File: src/rtl/core/rcsb_pkg.sv
`default_nettype none

package rcsb_pkg;

    localparam int FRAC_BITS  = 16;
    localparam int MAX_KNOTS  = 6;
    localparam int X_W        = 24;
    localparam int U_W        = X_W;
    localparam int SQ_W       = 2 * U_W;
    localparam int POW_W      = 3 * U_W - 2 * FRAC_BITS;
    localparam int LAM_W      = FRAC_BITS + 1;
    localparam int VAL_W      = 64;
    localparam int COL_W      = 3;
    localparam int CNT_W      = 3;
    localparam int IDX_W      = 3;
    localparam int NLAM       = MAX_KNOTS - 2;
    localparam int LAM_IDX_W  = $clog2(NLAM);
    localparam int STEP_W     = $clog2(FRAC_BITS);
    localparam int QDEPTH     = 4;
    localparam int QPTR_W     = $clog2(QDEPTH);
    localparam int QCNT_W     = QPTR_W + 1;
    localparam int IN_DATA_W  = 24;
    localparam int OUT_DATA_W = 72;

    localparam logic [IDX_W-1:0] CFG_KNOT_COUNT = 3'd0;
    localparam logic [IDX_W-1:0] CFG_KNOT_BASE  = 3'd1;

    localparam logic [COL_W-1:0] COL_CONST  = 3'd0;
    localparam logic [COL_W-1:0] COL_LINEAR = 3'd1;
    localparam logic [COL_W-1:0] COL_SPLINE = 3'd2;

    typedef logic signed [X_W-1:0]   knot_t;
    typedef logic        [U_W-1:0]   mag_t;
    typedef logic        [SQ_W-1:0]  sq_t;
    typedef logic        [POW_W-1:0] pow_t;
    typedef logic        [LAM_W-1:0] lam_t;
    typedef logic signed [VAL_W-1:0] val_t;

    localparam lam_t LAM_ONE = {1'b1, {FRAC_BITS{1'b0}}};
    localparam val_t VAL_ONE = {{(VAL_W-LAM_W){1'b0}}, LAM_ONE};

    typedef enum logic [1:0] {
        LAM_IDLE,
        LAM_SETUP,
        LAM_DIV
    } lam_state_t;

    typedef struct packed {
        logic                         busy;
        logic                         degen;
        logic [CNT_W-1:0]             n;
        knot_t                        first;
        knot_t                        last;
        knot_t [MAX_KNOTS-1:0]        knot;
        lam_t  [NLAM-1:0]             lam;
    } cfg_view_t;

    typedef struct packed {
        knot_t x;
        logic  deriv;
        pow_t  pf;
        pow_t  pl;
    } smp_t;

    // positive part of a - b
    function automatic mag_t pos_diff(knot_t a, knot_t b);
        logic signed [X_W:0] d;
        d = {a[X_W-1], a} - {b[X_W-1], b};
        pos_diff = (!d[X_W] && (d != '0)) ? d[U_W-1:0] : '0;
    endfunction

    // second half of the truncated power: cube or three times square
    function automatic pow_t pow_fin(sq_t sq, mag_t u, logic deriv);
        logic [SQ_W+1:0]                   t3;
        logic [SQ_W-FRAC_BITS+U_W-1:0]     m;
        t3 = {2'b00, sq} + {1'b0, sq, 1'b0};
        m  = sq[SQ_W-1:FRAC_BITS] * u;
        if (deriv)
            pow_fin = POW_W'(t3[SQ_W+1:FRAC_BITS]);
        else
            pow_fin = m[SQ_W-FRAC_BITS+U_W-1:FRAC_BITS];
    endfunction

    function automatic pow_t weight(pow_t p, lam_t l);
        logic [POW_W+LAM_W-1:0] pr;
        pr = p * l;
        weight = pr[POW_W+FRAC_BITS-1:FRAC_BITS];
    endfunction

endpackage

`default_nettype wire

File: src/rtl/core/rcsb_queue.sv
`default_nettype none

module rcsb_queue (
    input  wire logic            clk,
    input  wire logic            rst_n,
    input  wire logic            push,
    input  wire rcsb_pkg::smp_t  push_data,
    input  wire logic            pop,
    output logic                 full,
    output logic                 empty,
    output rcsb_pkg::smp_t       head
);

    rcsb_pkg::smp_t                mem_reg [rcsb_pkg::QDEPTH];
    logic [rcsb_pkg::QPTR_W-1:0]   wr_reg, wr_next, rd_reg, rd_next;
    logic [rcsb_pkg::QCNT_W-1:0]   cnt_reg, cnt_next;

    assign full  = (cnt_reg == rcsb_pkg::QCNT_W'(rcsb_pkg::QDEPTH));
    assign empty = (cnt_reg == '0);
    assign head  = mem_reg[rd_reg];

    always_comb
    begin
        wr_next  = push ? wr_reg + rcsb_pkg::QPTR_W'(1) : wr_reg;
        rd_next  = pop ? rd_reg + rcsb_pkg::QPTR_W'(1) : rd_reg;
        cnt_next = cnt_reg;
        if (push && !pop)
            cnt_next = cnt_reg + rcsb_pkg::QCNT_W'(1);
        else if (pop && !push)
            cnt_next = cnt_reg - rcsb_pkg::QCNT_W'(1);
    end

    always_ff @(posedge clk or negedge rst_n)
    begin
        if (!rst_n)
        begin
            wr_reg  <= '0;
            rd_reg  <= '0;
            cnt_reg <= '0;
        end
        else
        begin
            wr_reg  <= wr_next;
            rd_reg  <= rd_next;
            cnt_reg <= cnt_next;
        end
    end

    always_ff @(posedge clk)
    begin
        if (push)
            mem_reg[wr_reg] <= push_data;
    end

endmodule

`default_nettype wire

File: config.mk
export PLATFORM = sky130hd
export DESIGN_NAME = rcsb_queue
export DESIGN_NICKNAME = d
export VERILOG_FILES = /design/src/rtl/core/rcsb_pkg.sv /design/src/rtl/core/rcsb_queue.sv
export SDC_FILE = /design/constraint.sdc
export NUM_CORES = 1
export LEC_CHECK = 0
export BUFFER_PORTS_ARGS = -buffer_cell sky130_fd_sc_hd__buf_4
export CORE_MARGIN = 4
export CORE_UTILIZATION = 45
export CTS_BUF_LIST = sky130_fd_sc_hd__clkbuf_2
export CTS_CLUSTER_DIAMETER = 60
export DETAILED_ROUTE_END_ITERATION = 8
export PLACE_DENSITY = 0.65
export SYNTH_ARGS = -nofsm -noshare
export SYNTH_HDL_FRONTEND = slang
export SYNTH_SLANG_ARGS = --single-unit
File: constraint.sdc
create_clock -name clk -period 6.4 [get_ports clk]
set_clock_uncertainty 0.15 [all_clocks]
set_input_delay 1.92 -clock clk [delete_from_list [all_inputs] [get_ports clk]]
set_output_delay 1.92 -clock clk [all_outputs]
set_load 0.1 [all_outputs]
# [Yosys cells after proc, flatten, opt, wreduce, memory -nomap -nowiden]
# Memory sizes are Yosys's and may differ from the RTL's.
# Index checks and enable logic that the tools add are counted.
[totals] out_inout_bits=107 mem_bits_rw=420 memories=1 ff_bits=7
[classes] n_reduce_logical=6 addsub=4 muxes=4 n_eq_ne=1
[mem_list] name="mem_reg" words=4 width=105 rd=1 rd_ports_with_merged_regs=0 write_ports=1 line="rcsb_queue.sv:14" text="rcsb_pkg::smp_t mem_reg [rcsb_pkg::QDEPTH];"
[op_table] op="$mux W3" count=2
[op_table] op="$add A2 B1 Y2 const B" count=2
[op_table] op="$add A3 B1 Y3 const B" count=1
[op_table] op="$eq A3 B3 Y1 const B" count=1
[op_table] op="$logic_not A3 Y1" count=1
[op_table] op="$sub A3 B1 Y3 const B" count=1
[op_table] op="$logic_and A1 B1 Y1" count=2
[op_table] op="$logic_not A1 Y1" count=2
[op_table] op="$mux W1" count=2
[op_table] op="$reduce_bool A2 Y1" count=1

# [Longest topological paths before layout]
[logic_depth] depth_word=4 depth_mapped=7

# [Worst setup path before layout]
# No wires, ideal clock.
[synth_timing] path_type="input port to flip-flop" start="input push" end="memory mem_reg[1][0] in the netlist's numbering (enable)" t_required_ps=5774 setup_slack_ps=1434 path_stages=1 arrival_time_ps=4340 path_cell_list="and2_1"
[synth_between] elab_chain_len=2
[synth_lines] element="from (decl)" line="rcsb_queue.sv:6" text="input wire logic push,"
[synth_lines] element="$mux W1" line="rcsb_queue.sv:51" text="if (push)"
[synth_lines] element="$mux W1 (implied by the code)" line="rcsb_queue.sv:52" text="mem_reg[wr_reg] <= push_data;"
[synth_lines] element="to (decl)" line="rcsb_queue.sv:14"
# Every way passes these cells.

==> flow_metrics.py <==
metrics = {
    "route": {
        "antenna_left": 0,
        "vias": 7199,
        "drc_errors": 0,
        "wire_per_inst_um": 21.16,
        "firstDrtPassIters": 6,
        "first_iter_violations": 455,
        "routed_wl_um": 29830,
        "viasPerCell": 5.106,
    },
    "place": {
        "place_congestion": 0.6980,
        "dp_hpwl_um": 17660,
        "post_dp_cell_area_sq_um": 17680,
        "io_buffers": 215,
        "dp.cells": 1230,
    },
    "global_route": {
        "grt_pass1_vias": 8150,
        "grt_overflow": 0,
        "grt_pass1_wl_um": 46120,
        "antenna_found_initial": 3,
        "track_usage": 0.1585,
        "grt_max_degree": 58,
    },
    "synthesis": {
        "syn_nets": 698,
        "netlist.area_leader.share": 0.8127,
        "synth-main-ff-cell": "edfxtp_1",
        "yosysSeqAreaShare": 0.8240,
        "synth_edf_count": 420,
        "ys_warn_count": 0,
        "synth_most_common_cell": "edfxtp_1",
        "synth_area_leaders": "edfxtp_1, mux4_2, dfrtp_1, buf_2, ha_1",
        "synth_cells": 583,
        "synth_cell_types": 20,
        "ys_seq_elements": 427,
        "synth_commonest_cells": "edfxtp_1, mux4_2, buf_2, dfrtp_1",
        "async_reset_ff_frac": 0.01639,
        "synth.cell_area_sq_um": 15520,
        "syn_avg_cell_area_sq_um": 26.62,
        "yosys.area.top_type": "edfxtp_1",
    },
    "cts": {
        "clockRootBuffer": "clkbuf_2",
        "clk_latency_ps": 890,
        "cts_tree": "done",
        "cts_buffers": 104,
        "h-tree-depth": 3,
        "clk_path_buf_depth": 3,
        "cts_sinks": 427,
        "post_cts_buffers": 0,
        "clkSlewWorstSetupHoldPaths_ps": 100,
        "cts.repair.resized": 0,
        "cts_hold_buffers": 0,
    },
    "die": {
        "initial_core_util": 0.4594,
        "die_area_sq_um": 37520,
        "num_rows": 67,
        "pin_count": 216,
        "die_w_um": 193.7,
        "core_sq_um": 33780,
        "die_h_um": 193.7,
    },
    "timing": {
        "rsz0062_at_grt": "false",
        "finalCriticalPeriod_ps": 5284,
        "drv_slew": 0,
        "worstMarginPinSlew_ps": 815.5,
        "relSlewSlack": 0.4563,
        "hold_viol": 0,
        "fin_crit_sh": 0.8256,
        "max_clock_freq_ghz": 0.1893,
        "finalSetupTns_ps": 0,
        "setup_viol": 0,
    },
    "critical_path": {
        "end_kind": "output port",
        "crit_type": "register to output port",
        "cp_max_fo": 57,
        "setup.worst_path.start_class": "register",
        "worstPathArrival_ps": 3210,
        "crit_chain": "buf_12, mux4_2, buf_4",
        "critical-path-slowest-cell": "dfrtp_4",
        "critPathRequiredTime_ps": 4330,
        "cp_top_family": "flip-flops",
        "path_buf_inv": 2,
        "max_stage_delay_ps": 870,
    },
    "cells_and_area": {
        "filler_cell_count": 2614,
        "largest_register_ffs": 420,
        "stdcell_count": 1410,
        "fin_nets": 1003,
        "drive_gt1_frac": 0.5078,
        "fin_area_sq_um": 18620,
        "synthToLayoutAreaGrowth_pct": 20.00,
    },
    "worst_hold_path": {
        "worstHoldPathType": "register to register",
    },
    "status": {
        "status": "complete, no violations",
    },
    "flow_run": {
        "maxCapViolCount": 0,
    },
}
## worst register-to-register path, delay by kind of cell, from the launching register on
family / cells / cell delay [ps]
simple gates: 1 / 590
fa+ha+maj: 1 / 150
buf+inv: 2 / 670
flops: 1 / 440
## routing by layer
layer	global-route usage	vias to the layer above	wire length (um)
met5	0	-	0
met4	0.05455	0	385
met3	0.05352	28	2012
met2	0.2776	234	15800
met1	0.1839	3750	11640
li1	-	3187	-
## cells by family after synthesis
group           Yosys count  share of synthesized area
simple gates              9                   0.003144
mux                     106                     0.1531
buf+inv                  28                    0.01072
xor+xnor                  6                   0.003386
flops                   427                     0.8240
fa+ha+maj                 6                   0.005321
compound gates            1                  0.0003222
## metrics by stage
step	hold WS, ps	setup WS, ps	util
final	355.5	1116	0.5512
after global routing	377.5	777.5	0.5512
after CTS	362.3	906.7	0.5510
after detailed placement	346.0	1975	0.5234
after global placement	322.9	1978	0.5234
after floorplan	306.3	1434	-
## final cells by class
| cell class | count | area [sq um] | area share |
|---|---|---|---|
| Antenna cell | 3 | 7.507 | 0.0004031 |
| Clock buffer | 145 | 725.7 | 0.03897 |
| Clock inverter | 32 | 207.7 | 0.01115 |
| Inverter | 4 | 15.01 | 0.0008062 |
| Multi-Input combinational cell | 128 | 2575 | 0.1383 |
| Sequential cell | 427 | 12790 | 0.6870 |
| Tap cell | 448 | 560.5 | 0.03010 |
| Timing Repair Buffer | 223 | 1737 | 0.09325 |
## cells in the final DEF, fill, tap and decap left out, drive strengths merged
cell | synthesis | routed
clkinv | 0 | 26
buf | 19 | 223
bufinv | 0 | 3
edfxtp | 420 | 420
inv | 4 | 5
nor3b | 1 | 1
clkinvlp | 0 | 2
dfrtp | 7 | 7
xnor2 | 2 | 2
o21ai | 1 | 1
mux2 | 1 | 1
nor3 | 1 | 1
nand2 | 2 | 2
mux4 | 105 | 105
nor2 | 1 | 1
ha | 5 | 5
xor2 | 4 | 4
diode | 0 | 3
clkbuf | 5 | 145
fa | 1 | 1
and2 | 4 | 4
## path summary, 6_finish.rpt
check,start,to,slack (ps),depth (start not counted)
setup / recovery,rd_reg[0],head[2],1120,3
hold / removal,cnt_reg[2],cnt_reg[2],360,1
setup reg to reg,wr_reg[0],mem_reg[0][33],3970,4
hold reg to reg,cnt_reg[2],cnt_reg[2],360,1
max in group asynchronous,rst_n,cnt_reg[1],5290,1
min in group asynchronous,rst_n,rd_reg[0],660,1
Power is left out: the tool's default activity adds up to more than one toggle a clock period on the data nets, which glitch-free logic cannot reach.
