## src/rtl/core/rcsb_pkg.sv

```systemverilog
`default_nettype none

package rcsb_pkg;

    localparam int FRAC_BITS  = 16;
    localparam int MAX_KNOTS  = 6;
    localparam int X_W        = 24;
    localparam int U_W        = X_W;
    localparam int SQ_W       = 2 * U_W;
    localparam int POW_W      = 3 * U_W - 2 * FRAC_BITS;
    localparam int LAM_W      = FRAC_BITS + 1;
    localparam int VAL_W      = 64;
    localparam int COL_W      = 3;
    localparam int CNT_W      = 3;
    localparam int IDX_W      = 3;
    localparam int NLAM       = MAX_KNOTS - 2;
    localparam int LAM_IDX_W  = $clog2(NLAM);
    localparam int STEP_W     = $clog2(FRAC_BITS);
    localparam int QDEPTH     = 4;
    localparam int QPTR_W     = $clog2(QDEPTH);
    localparam int QCNT_W     = QPTR_W + 1;
    localparam int IN_DATA_W  = 24;
    localparam int OUT_DATA_W = 72;

    localparam logic [IDX_W-1:0] CFG_KNOT_COUNT = 3'd0;
    localparam logic [IDX_W-1:0] CFG_KNOT_BASE  = 3'd1;

    localparam logic [COL_W-1:0] COL_CONST  = 3'd0;
    localparam logic [COL_W-1:0] COL_LINEAR = 3'd1;
    localparam logic [COL_W-1:0] COL_SPLINE = 3'd2;

    typedef logic signed [X_W-1:0]   knot_t;
    typedef logic        [U_W-1:0]   mag_t;
    typedef logic        [SQ_W-1:0]  sq_t;
    typedef logic        [POW_W-1:0] pow_t;
    typedef logic        [LAM_W-1:0] lam_t;
    typedef logic signed [VAL_W-1:0] val_t;

    localparam lam_t LAM_ONE = {1'b1, {FRAC_BITS{1'b0}}};
    localparam val_t VAL_ONE = {{(VAL_W-LAM_W){1'b0}}, LAM_ONE};

    typedef enum logic [1:0] {
        LAM_IDLE,
        LAM_SETUP,
        LAM_DIV
    } lam_state_t;

    typedef struct packed {
        logic                         busy;
        logic                         degen;
        logic [CNT_W-1:0]             n;
        knot_t                        first;
        knot_t                        last;
        knot_t [MAX_KNOTS-1:0]        knot;
        lam_t  [NLAM-1:0]             lam;
    } cfg_view_t;

    typedef struct packed {
        knot_t x;
        logic  deriv;
        pow_t  pf;
        pow_t  pl;
    } smp_t;

    // positive part of a - b
    function automatic mag_t pos_diff(knot_t a, knot_t b);
        logic signed [X_W:0] d;
        d = {a[X_W-1], a} - {b[X_W-1], b};
        pos_diff = (!d[X_W] && (d != '0)) ? d[U_W-1:0] : '0;
    endfunction

    // second half of the truncated power: cube or three times square
    function automatic pow_t pow_fin(sq_t sq, mag_t u, logic deriv);
        logic [SQ_W+1:0]                   t3;
        logic [SQ_W-FRAC_BITS+U_W-1:0]     m;
        t3 = {2'b00, sq} + {1'b0, sq, 1'b0};
        m  = sq[SQ_W-1:FRAC_BITS] * u;
        if (deriv)
            pow_fin = POW_W'(t3[SQ_W+1:FRAC_BITS]);
        else
            pow_fin = m[SQ_W-FRAC_BITS+U_W-1:FRAC_BITS];
    endfunction

    function automatic pow_t weight(pow_t p, lam_t l);
        logic [POW_W+LAM_W-1:0] pr;
        pr = p * l;
        weight = pr[POW_W+FRAC_BITS-1:FRAC_BITS];
    endfunction

endpackage

`default_nettype wire

```

## src/rtl/core/rcsb_cfg.sv

```systemverilog
`default_nettype none

module rcsb_cfg (
    input  wire logic                        clk,
    input  wire logic                        rst_n,
    input  wire logic                        cfg_we,
    input  wire logic [rcsb_pkg::IDX_W-1:0]  cfg_index,
    input  wire logic [rcsb_pkg::X_W-1:0]    cfg_data,
    output rcsb_pkg::cfg_view_t              cfg
);

    logic [rcsb_pkg::CNT_W-1:0]                   cnt_reg, cnt_next;
    rcsb_pkg::knot_t [rcsb_pkg::MAX_KNOTS-1:0]    knot_reg, knot_next;
    rcsb_pkg::lam_t  [rcsb_pkg::NLAM-1:0]         lam_reg, lam_next;
    rcsb_pkg::lam_state_t                         state_reg, state_next;
    logic [rcsb_pkg::LAM_IDX_W-1:0]               idx_reg, idx_next;
    logic [rcsb_pkg::STEP_W-1:0]                  step_reg, step_next;
    rcsb_pkg::mag_t                               rem_reg, rem_next;
    logic [rcsb_pkg::FRAC_BITS-1:0]               quo_reg, quo_next;

    logic [rcsb_pkg::CNT_W-1:0]  n_eff;
    logic [rcsb_pkg::IDX_W-1:0]  last_idx;
    logic [rcsb_pkg::IDX_W-1:0]  kidx;
    rcsb_pkg::knot_t             first_k, last_k, kj;
    logic signed [rcsb_pkg::X_W:0] num, den, anum, aden;
    rcsb_pkg::mag_t              an, ad;
    logic                        neg, degen;
    logic [rcsb_pkg::U_W:0]      rem2;
    logic                        ge;
    logic                        wr;
    rcsb_pkg::lam_t              wval;

    always_comb
    begin
        if (cnt_reg < rcsb_pkg::CNT_W'(2))
            n_eff = rcsb_pkg::CNT_W'(2);
        else if (cnt_reg > rcsb_pkg::CNT_W'(rcsb_pkg::MAX_KNOTS))
            n_eff = rcsb_pkg::CNT_W'(rcsb_pkg::MAX_KNOTS);
        else
            n_eff = cnt_reg;
    end

    assign last_idx = n_eff - rcsb_pkg::IDX_W'(1);
    assign first_k  = knot_reg[0];
    assign last_k   = knot_reg[last_idx];
    assign kidx     = rcsb_pkg::IDX_W'(idx_reg) + rcsb_pkg::IDX_W'(1);
    assign kj       = knot_reg[kidx];

    assign num   = {last_k[rcsb_pkg::X_W-1], last_k} - {kj[rcsb_pkg::X_W-1], kj};
    assign den   = {last_k[rcsb_pkg::X_W-1], last_k} - {first_k[rcsb_pkg::X_W-1], first_k};
    assign anum  = num[rcsb_pkg::X_W] ? -num : num;
    assign aden  = den[rcsb_pkg::X_W] ? -den : den;
    assign an    = anum[rcsb_pkg::U_W-1:0];
    assign ad    = aden[rcsb_pkg::U_W-1:0];
    assign neg   = num[rcsb_pkg::X_W] != den[rcsb_pkg::X_W];
    assign degen = (den == '0);
    assign rem2  = {rem_reg, 1'b0};
    assign ge    = rem2 >= {1'b0, ad};

    always_comb
    begin
        cnt_next   = cnt_reg;
        knot_next  = knot_reg;
        lam_next   = lam_reg;
        state_next = state_reg;
        idx_next   = idx_reg;
        step_next  = step_reg;
        rem_next   = rem_reg;
        quo_next   = quo_reg;
        wr         = 1'b0;
        wval       = '0;

        case (state_reg)
            rcsb_pkg::LAM_IDLE:
            begin
            end
            rcsb_pkg::LAM_SETUP:
            begin
                if (degen || ((an != '0) && neg))
                begin
                    wr   = 1'b1;
                    wval = '0;
                end
                else if (an >= ad)
                begin
                    wr   = 1'b1;
                    wval = rcsb_pkg::LAM_ONE;
                end
                else
                begin
                    rem_next   = an;
                    quo_next   = '0;
                    step_next  = '0;
                    state_next = rcsb_pkg::LAM_DIV;
                end
            end
            rcsb_pkg::LAM_DIV:
            begin
                rem_next  = ge ? rem2[rcsb_pkg::U_W-1:0] - ad : rem2[rcsb_pkg::U_W-1:0];
                quo_next  = {quo_reg[rcsb_pkg::FRAC_BITS-2:0], ge};
                step_next = step_reg + rcsb_pkg::STEP_W'(1);
                if (step_reg == rcsb_pkg::STEP_W'(rcsb_pkg::FRAC_BITS - 1))
                begin
                    wr   = 1'b1;
                    wval = {1'b0, quo_next};
                end
            end
            default:
            begin
                state_next = rcsb_pkg::LAM_IDLE;
            end
        endcase

        if (wr)
        begin
            lam_next[idx_reg] = wval;
            if (idx_reg == rcsb_pkg::LAM_IDX_W'(rcsb_pkg::NLAM - 1))
                state_next = rcsb_pkg::LAM_IDLE;
            else
            begin
                idx_next   = idx_reg + rcsb_pkg::LAM_IDX_W'(1);
                state_next = rcsb_pkg::LAM_SETUP;
            end
        end

        if (cfg_we)
        begin
            if (cfg_index == rcsb_pkg::CFG_KNOT_COUNT)
                cnt_next = cfg_data[rcsb_pkg::CNT_W-1:0];
            for (int k = 0; k < rcsb_pkg::MAX_KNOTS; k++)
            begin
                if (cfg_index == rcsb_pkg::CFG_KNOT_BASE + rcsb_pkg::IDX_W'(k))
                    knot_next[k] = cfg_data;
            end
            // any write restarts the lambda sweep
            state_next = rcsb_pkg::LAM_SETUP;
            idx_next   = '0;
        end
    end

    always_ff @(posedge clk or negedge rst_n)
    begin
        if (!rst_n)
        begin
            cnt_reg   <= rcsb_pkg::CNT_W'(2);
            knot_reg  <= '0;
            lam_reg   <= '0;
            state_reg <= rcsb_pkg::LAM_IDLE;
            idx_reg   <= '0;
            step_reg  <= '0;
        end
        else
        begin
            cnt_reg   <= cnt_next;
            knot_reg  <= knot_next;
            lam_reg   <= lam_next;
            state_reg <= state_next;
            idx_reg   <= idx_next;
            step_reg  <= step_next;
        end
    end

    always_ff @(posedge clk)
    begin
        rem_reg <= rem_next;
        quo_reg <= quo_next;
    end

    assign cfg.busy  = (state_reg != rcsb_pkg::LAM_IDLE);
    assign cfg.degen = degen;
    assign cfg.n     = n_eff;
    assign cfg.first = first_k;
    assign cfg.last  = last_k;
    assign cfg.knot  = knot_reg;
    assign cfg.lam   = lam_reg;

endmodule

`default_nettype wire

```

## config.mk

```make
export PLATFORM = sky130hd
export DESIGN_NAME = rcsb_cfg
export DESIGN_NICKNAME = d
export VERILOG_FILES = /design/src/rtl/core/rcsb_pkg.sv /design/src/rtl/core/rcsb_cfg.sv
export SDC_FILE = /design/constraint.sdc
export NUM_CORES = 1
export LEC_CHECK = 0
export BUFFER_PORTS_ARGS = -buffer_cell sky130_fd_sc_hd__clkbuf_2
export CORE_UTILIZATION = 46
export DETAILED_ROUTE_END_ITERATION = 6
export PLACE_DENSITY = 0.76
export SKIP_CTS_REPAIR_TIMING = 1
export SYNTH_ARGS = -nofsm -noshare
export SYNTH_HDL_FRONTEND = slang
export SYNTH_SLANG_ARGS = --single-unit
```

## constraint.sdc

```tcl
create_clock -name clk -period 12.8 [get_ports clk]
set_input_delay 1.28 -clock clk [delete_from_list [all_inputs] [get_ports clk]]
set_output_delay 1.28 -clock clk [all_outputs]
set_load 0.03 [all_outputs]
```

# ---- Yosys cells after proc, flatten, opt, wreduce, memory -nomap -nowiden
# Cells that the tools add are included.
dict set report classes {
  mul 0
  n_mux 38
  n_shift 0
  bitwise_logic 0
  reduce_logical 21
  add_sub_neg 9
  n_eq_ne 17
  order_cmp 8
  div 0
}
# cell count
set ops {}
lappend ops {{24-bit two-way mux} 7}
lappend ops {{24-bit binary-select mux with 3-bit select} 2}
lappend ops {{68-bit bitwise mux} 1}
lappend ops {{17-bit two-way mux} 3}
lappend ops {{24-bit by 24-bit subtractor with 25-bit output} 2}
lappend ops {{24-bit negation} 2}
lappend ops {{24-bit case mux with 2 select lines} 1}
lappend ops {{17-bit demux with 2-bit select} 1}
lappend ops {{17-bit case mux with 2 select lines} 1}
lappend ops {{15-bit two-way mux} 2}
lappend ops {{15-bit case mux with 2 select lines} 1}
lappend ops {{25-bit by 24-bit greater-or-equal comparator with 1-bit output} 1}
lappend ops {{25-bit logical NOT} 1}
lappend ops {{24-bit greater-or-equal comparator} 1}
lappend ops {{24-bit nonzero test} 1}
lappend ops {{24-bit subtractor} 1}
lappend ops {{16-bit two-way mux} 1}
lappend ops {{2-bit AND reduction} 8}
lappend ops {{2-bit two-way mux} 7}
lappend ops {{3-bit == test (second input constant)} 3}
lappend ops {{3-bit by 4-bit < comparator with 1-bit output (second input constant)} 2}
lappend ops {{4-bit two-way mux} 2}
lappend ops {{4-bit inequality test (second input constant)} 2}
lappend ops {{4-bit case mux with 2 select lines} 1}
lappend ops {{27 further kinds} 39}
dict set report totals {
  mem_bits_rw 0
  memories 0
  rom_bits 0
  reg_bits 262
  latch_bits 0
  input_bits 30
}

# ---- Logic depth before layout (Yosys ltp)
dict set report logic_depth {
  depth_word 16
  mapped_depth 39
  mapped_depth_nobuf 34
}

# ---- Worst setup path before layout
# No wires, ideal clock.
dict set report synth_timing {
  path_type {flip-flop to flip-flop}
  startpoint {register idx_reg[0] in the netlist's numbering}
  endpoint {register quo_reg[0] in the netlist's numbering (enable)}
  n_path_buf 6
  required_ps 12407
  arrival_ps 8839
  setup_slack_ps 3568
  setup_ps 393
  path_stages_with_launch 36
  path_cell_list {dfrtp_1 -> buf_2 -> buf_1 -> inv_1 -> ha_1 -> clkbuf_1 -> buf_1 -> mux4_2 -> a22oi_1 -> ha_1 -> a21oi_1 -> o21ai_0 -> a21o_1 -> a21o_1 -> a211oi_1 -> nand3_1 -> o21bai_1 -> clkbuf_1 -> clkbuf_1 -> nand2_1 -> o21ai_0 -> ha_1 -> a21o_1 -> a21o_1 -> a21o_1 -> a21oi_1 -> o21ai_0 -> a221oi_1 -> o21ai_0 -> a2111oi_0 -> o21ai_0 -> maj3_1 -> a21o_1 -> o21ai_0 -> o211ai_1 -> inv_1}
}
dict set report synth_between {
  elab_chain_len 11
}
# item line_no
set synth_lines {}
lappend synth_lines {{start, declared} rcsb_cfg.sv:16} ;# logic [rcsb_pkg::LAM_IDX_W-1:0] idx_reg, idx_next;
lappend synth_lines {{start signal, assigned} rcsb_cfg.sv:158} ;# idx_reg <= idx_next;
lappend synth_lines {{2-bit by 1-bit adder with 3-bit output (*)} rcsb_cfg.sv:46} ;# assign kidx = rcsb_pkg::IDX_W'(idx_reg) + rcsb_pkg::IDX_W'(1);
lappend synth_lines {{24-bit binary-select mux with 3-bit select (*)} rcsb_cfg.sv:47} ;# assign kj = knot_reg[kidx];
lappend synth_lines {{24-bit two-way mux (implied by the code) (*)} rcsb_cfg.sv:47}
lappend synth_lines {{24-bit by 24-bit subtractor with 25-bit output (*)} rcsb_cfg.sv:49} ;# assign num = {last_k[rcsb_pkg::X_W-1], last_k} - {kj[rcsb_pkg::X_W-1], kj};
lappend synth_lines {{branches (longest 6 deep; another with 24-bit negation)} n/a}
lappend synth_lines {{3-bit AND reduction (no line) (*)} n/a}
lappend synth_lines {{end signal, assigned} rcsb_cfg.sv:166} ;# quo_reg <= quo_next;
lappend synth_lines {{end, declared} rcsb_cfg.sv:19} ;# logic [rcsb_pkg::FRAC_BITS-1:0] quo_reg, quo_next;
# Mark *: on every way between the ends. The select of a mux whose other input is x is not followed.
# A chain may end at the register's enable or synchronous reset.

# ---- Worst setup path after layout
dict set report layout_timing {
  startpoint {register cnt_reg[1] in the netlist's numbering}
  endpoint {register rem_reg[7] (enable)}
}
dict set report layout_between {
  elab_chain_len 14
}
# item line_no
set layout_lines {}
lappend layout_lines {{start, declared} rcsb_cfg.sv:12} ;# logic [rcsb_pkg::CNT_W-1:0] cnt_reg, cnt_next;
lappend layout_lines {{start signal, assigned} rcsb_cfg.sv:145} ;# cnt_reg <= rcsb_pkg::CNT_W'(2);
lappend layout_lines {{start signal, assigned} rcsb_cfg.sv:154} ;# cnt_reg <= cnt_next;
lappend layout_lines {{3-bit > comparator} rcsb_cfg.sv:37} ;# else if (cnt_reg > rcsb_pkg::CNT_W'(rcsb_pkg::MAX_KNOTS))
lappend layout_lines {{3-bit two-way mux} rcsb_cfg.sv:37}
lappend layout_lines {{3-bit two-way mux (*)} rcsb_cfg.sv:35} ;# if (cnt_reg < rcsb_pkg::CNT_W'(2))
lappend layout_lines {{3-bit by 1-bit subtractor with 3-bit output (*)} rcsb_cfg.sv:43} ;# assign last_idx = n_eff - rcsb_pkg::IDX_W'(1);
lappend layout_lines {{24-bit binary-select mux with 3-bit select (*)} rcsb_cfg.sv:45} ;# assign last_k = knot_reg[last_idx];
lappend layout_lines {{24-bit two-way mux (implied by the code) (*)} rcsb_cfg.sv:45}
lappend layout_lines {{branches (longest 7 deep; another with 24-bit by 24-bit subtractor with 25-bit output)} n/a}
lappend layout_lines {{3-bit AND reduction (no line) (*)} n/a}
lappend layout_lines {{end signal, assigned} rcsb_cfg.sv:165} ;# rem_reg <= rem_next;
lappend layout_lines {{end, declared} rcsb_cfg.sv:18} ;# rcsb_pkg::mag_t rem_reg, rem_next;
# Marked as above.

==> metrics.txt <==
number of antenna violations at the first check in global routing 0; post-synthesis sequential area ratio 35.96%; final critical delay including setup and external delays 10160 ps; wire length of the first global-routing pass 92420 microns; Final Hold Slack 495.5 ps; 1st-iter DRT viols 1583; startpoint types register; cell count after placement 2615; Final #Nets 2253; capturing element type of the critical path register; crit path from cnt_reg[1]; Antenna Diode Count 0; relative slew slack 25.68%; setup TNS after final layout 0 ps; CTS tree done; xor-xnor portion of the synthesized cell area 4.898%; post-synthesis simple-gate area fraction 12.23%; number of vias per cell after detailed routing 6.386; CTS H-tree lvls 1; longest individual stage delay on the worst path 750 ps; post-synth net total 2046; layout overhead on the synthesized area 14.06%; Die Footprint 0.04163 sq mm; drc violations 0; total number of yosys warnings 0; commonest non-fill, non-tap cells in the layout sky130_fd_sc_hd__clkbuf_2, sky130_fd_sc_hd__dfrtp_1, sky130_fd_sc_hd__mux2_2; ys flop type sky130_fd_sc_hd__dfrtp_1; global-route congestion overflow total 0; Most Frequent Cell on Critical Path sky130_fd_sc_hd__o21ai_0; post-synthesis instance area 0.01878 sq mm; largest clock skew in the final design 27.59 ps; flip-flop and latch count after synthesis 262; routability-driven placement congestion ratio 0.9708; number of standard cells in the layout, taps in and fillers out 2665; insertion delay to the later sink of the worst-skew pair 560 ps; critical setup path kind reg -> reg; outcome complete, no violations; Clock Sinks 262; fraction of the mapped netlist area in adder cells 7.157%; portion of the clock cycle consumed by the worst path in the final layout 79.41%; area fraction in compound gates after synthesis 22.15%; clock input transition at the sequential cells of the worst setup and hold paths 60 ps; io pins 295; starting density of the core 46.94%; number of core rows 73; worst hold-check path type reg -> reg; largest family of logic cells by synthesized area compound AO/OA/AOI/OAI gates; timing-limited maximum frequency 98.38 MHz; Max Buffers Root-to-Sink 3; unrepaired setup endpoints after global routing no; die width 204.0 microns; number of buffers created by CTS 27; CTS root buffer sky130_fd_sc_hd__clkbuf_16; mux cell area share after synthesis 12.89%; share of synthesized flip-flops with an asynchronous set or reset 85.11%; crit-path max FO 36; count of input and output buffers 294; Die Height 204.0 microns; startpoint of the most critical hold path cfg[16]; FF-to-FF Start cnt_reg[1]; number of distinct library cells after synthesis 92; vias in the first global route 16274; Post-DP HPWL 44620 microns; number of nets with antenna violations after routing 0; largest net degree at the start of global routing 84; number of max-capacitance violations reported 0; core region area 0.04001 sq mm; Mapped Avg Cell Area 9.820 sq um; total routing resource utilization after global routing 27.82%; final worst setup slack 2636 ps; detailed-route wire length per cell 22.11 microns; final slew viol count 0; arrival time of the worst setup path 10370 ps; fraction of layout cells with a size suffix above 1 26.64%; number of flip-flops under the largest register name 188; Post-Syn Instances 1912; CP required 13010 ps; final count of negative-setup-slack endpoints 0; most common cell after layout, fill and taps aside sky130_fd_sc_hd__clkbuf_2; slowest cell on the critical path sky130_fd_sc_hd__o21ai_0; total wire length after detailed routing 58930 microns; Worst Tran Pin Value 1097 ps; first drt pass iteration count 7; count of filler cells inserted in the layout 3542; total via count in the routed design 17020; setup slack at placement 2887 ps; final count of hold timing violations 0; number of enable-type register cells in the synthesized netlist 39
through the flow:
step	cell area [sq um]	util (%)
after floorplan	18780	-
after global placement	20450	51.13
after detailed placement	20450	51.13
after CTS	21420	53.53
after global routing	21420	53.53
final	21420	53.53
cells by family (layout without fill, tap and decap cells):
kind of cell | Yosys count | count (layout)
buffers and inverters | 200 | 428
adder cells (fa/ha/maj) | 106 | 106
XOR/XNOR | 105 | 105
flip-flops | 262 | 262
multiplexers | 192 | 192
AO/OA/AOI/OAI | 604 | 604
AND/OR/NAND/NOR | 443 | 443
layer usage:
layer	GRT usage (%)	share of wire [%]	wire, microns
met5	0	0	0
met4	8.182	2.9	1724
met3	4.592	8.3	4878
met2	45.37	47	27670
met1	37.90	42	24660
synthesized netlist by cell type (6+ instances only):
cell type / count / area, sq um
sky130_fd_sc_hd__mux2i_1: 10 / 100.1
sky130_fd_sc_hd__a211oi_1: 7 / 52.55
sky130_fd_sc_hd__o41ai_1: 7 / 61.31
sky130_fd_sc_hd__nor2_1: 106 / 397.9
sky130_fd_sc_hd__nor3b_1: 8 / 60.06
sky130_fd_sc_hd__or2_2: 6 / 37.54
sky130_fd_sc_hd__a221oi_1: 27 / 236.5
sky130_fd_sc_hd__mux2_1: 8 / 90.09
sky130_fd_sc_hd__a21oi_1: 144 / 720.7
sky130_fd_sc_hd__inv_1: 61 / 229.0
sky130_fd_sc_hd__buf_4: 25 / 187.7
sky130_fd_sc_hd__nand3_1: 33 / 165.2
sky130_fd_sc_hd__o21ai_0: 99 / 495.5
sky130_fd_sc_hd__buf_1: 7 / 26.28
sky130_fd_sc_hd__nand2b_1: 19 / 118.9
sky130_fd_sc_hd__ha_1: 101 / 1264
sky130_fd_sc_hd__nor3_1: 34 / 170.2
sky130_fd_sc_hd__and3_1: 18 / 112.6
sky130_fd_sc_hd__nand4_1: 16 / 100.1
sky130_fd_sc_hd__o21a_1: 14 / 105.1
sky130_fd_sc_hd__nor4_1: 9 / 56.30
sky130_fd_sc_hd__dfrtp_1: 222 / 5555
sky130_fd_sc_hd__edfxtp_1: 39 / 1171
sky130_fd_sc_hd__o21ai_1: 7 / 35.03
sky130_fd_sc_hd__or3_1: 14 / 87.58
sky130_fd_sc_hd__a21o_1: 44 / 330.3
sky130_fd_sc_hd__nor2b_1: 9 / 56.30
sky130_fd_sc_hd__a31oi_1: 22 / 137.6
sky130_fd_sc_hd__o22a_1: 7 / 61.31
sky130_fd_sc_hd__o211ai_1: 11 / 82.58
sky130_fd_sc_hd__mux2_2: 150 / 1689
sky130_fd_sc_hd__o22ai_1: 27 / 168.9
sky130_fd_sc_hd__nand3b_1: 9 / 67.56
sky130_fd_sc_hd__and2_1: 31 / 193.9
sky130_fd_sc_hd__o21bai_1: 7 / 52.55
sky130_fd_sc_hd__a22oi_1: 36 / 270.3
sky130_fd_sc_hd__xnor2_1: 62 / 543.0
sky130_fd_sc_hd__o31ai_1: 8 / 60.06
sky130_fd_sc_hd__a211o_1: 9 / 78.83
sky130_fd_sc_hd__clkbuf_1: 99 / 371.6
sky130_fd_sc_hd__mux4_2: 24 / 540.5
sky130_fd_sc_hd__a22o_1: 67 / 586.8
sky130_fd_sc_hd__xor2_1: 43 / 376.6
sky130_fd_sc_hd__nand2_1: 103 / 386.6
area by class of cell:
cell class,instances,area (sq um),area share (%)
multi-input combinational,1450,11160,52.12
inverter,62,232.7,1.087
clock inverter,14,214.0,0.9990
timing repair buffer,316,1647,7.688
sequential,262,6754,31.54
tap,525,656.9,3.067
clock buffer,36,749.5,3.499
path summary, 6_finish.rpt:
kind | end | slack, ps | cells past startpoint
worst max-delay path | rem_reg[7] | 2640 | 32
worst min-delay path | cfg[16] | 500 | 1
worst max register to register | rem_reg[7] | 2640 | 32
worst min register to register | cfg[16] | 500 | 1
max in group asynchronous | first_k[19] | 9830 | 3
min in group asynchronous | cfg[23] | 690 | 1
worst max-delay path: cells and delay by family, from the launching register on:
kind            cells  cell delay [ps]
xor+xnor            2              500
flops               1              660
simple gates        7             1380
fa+ha+maj           3             1140
buf+inv             4             1870
compound gates     16             4190
Power is not shown: default switching activity piles up to over one toggle a cycle in this logic, so the estimate is an artifact.
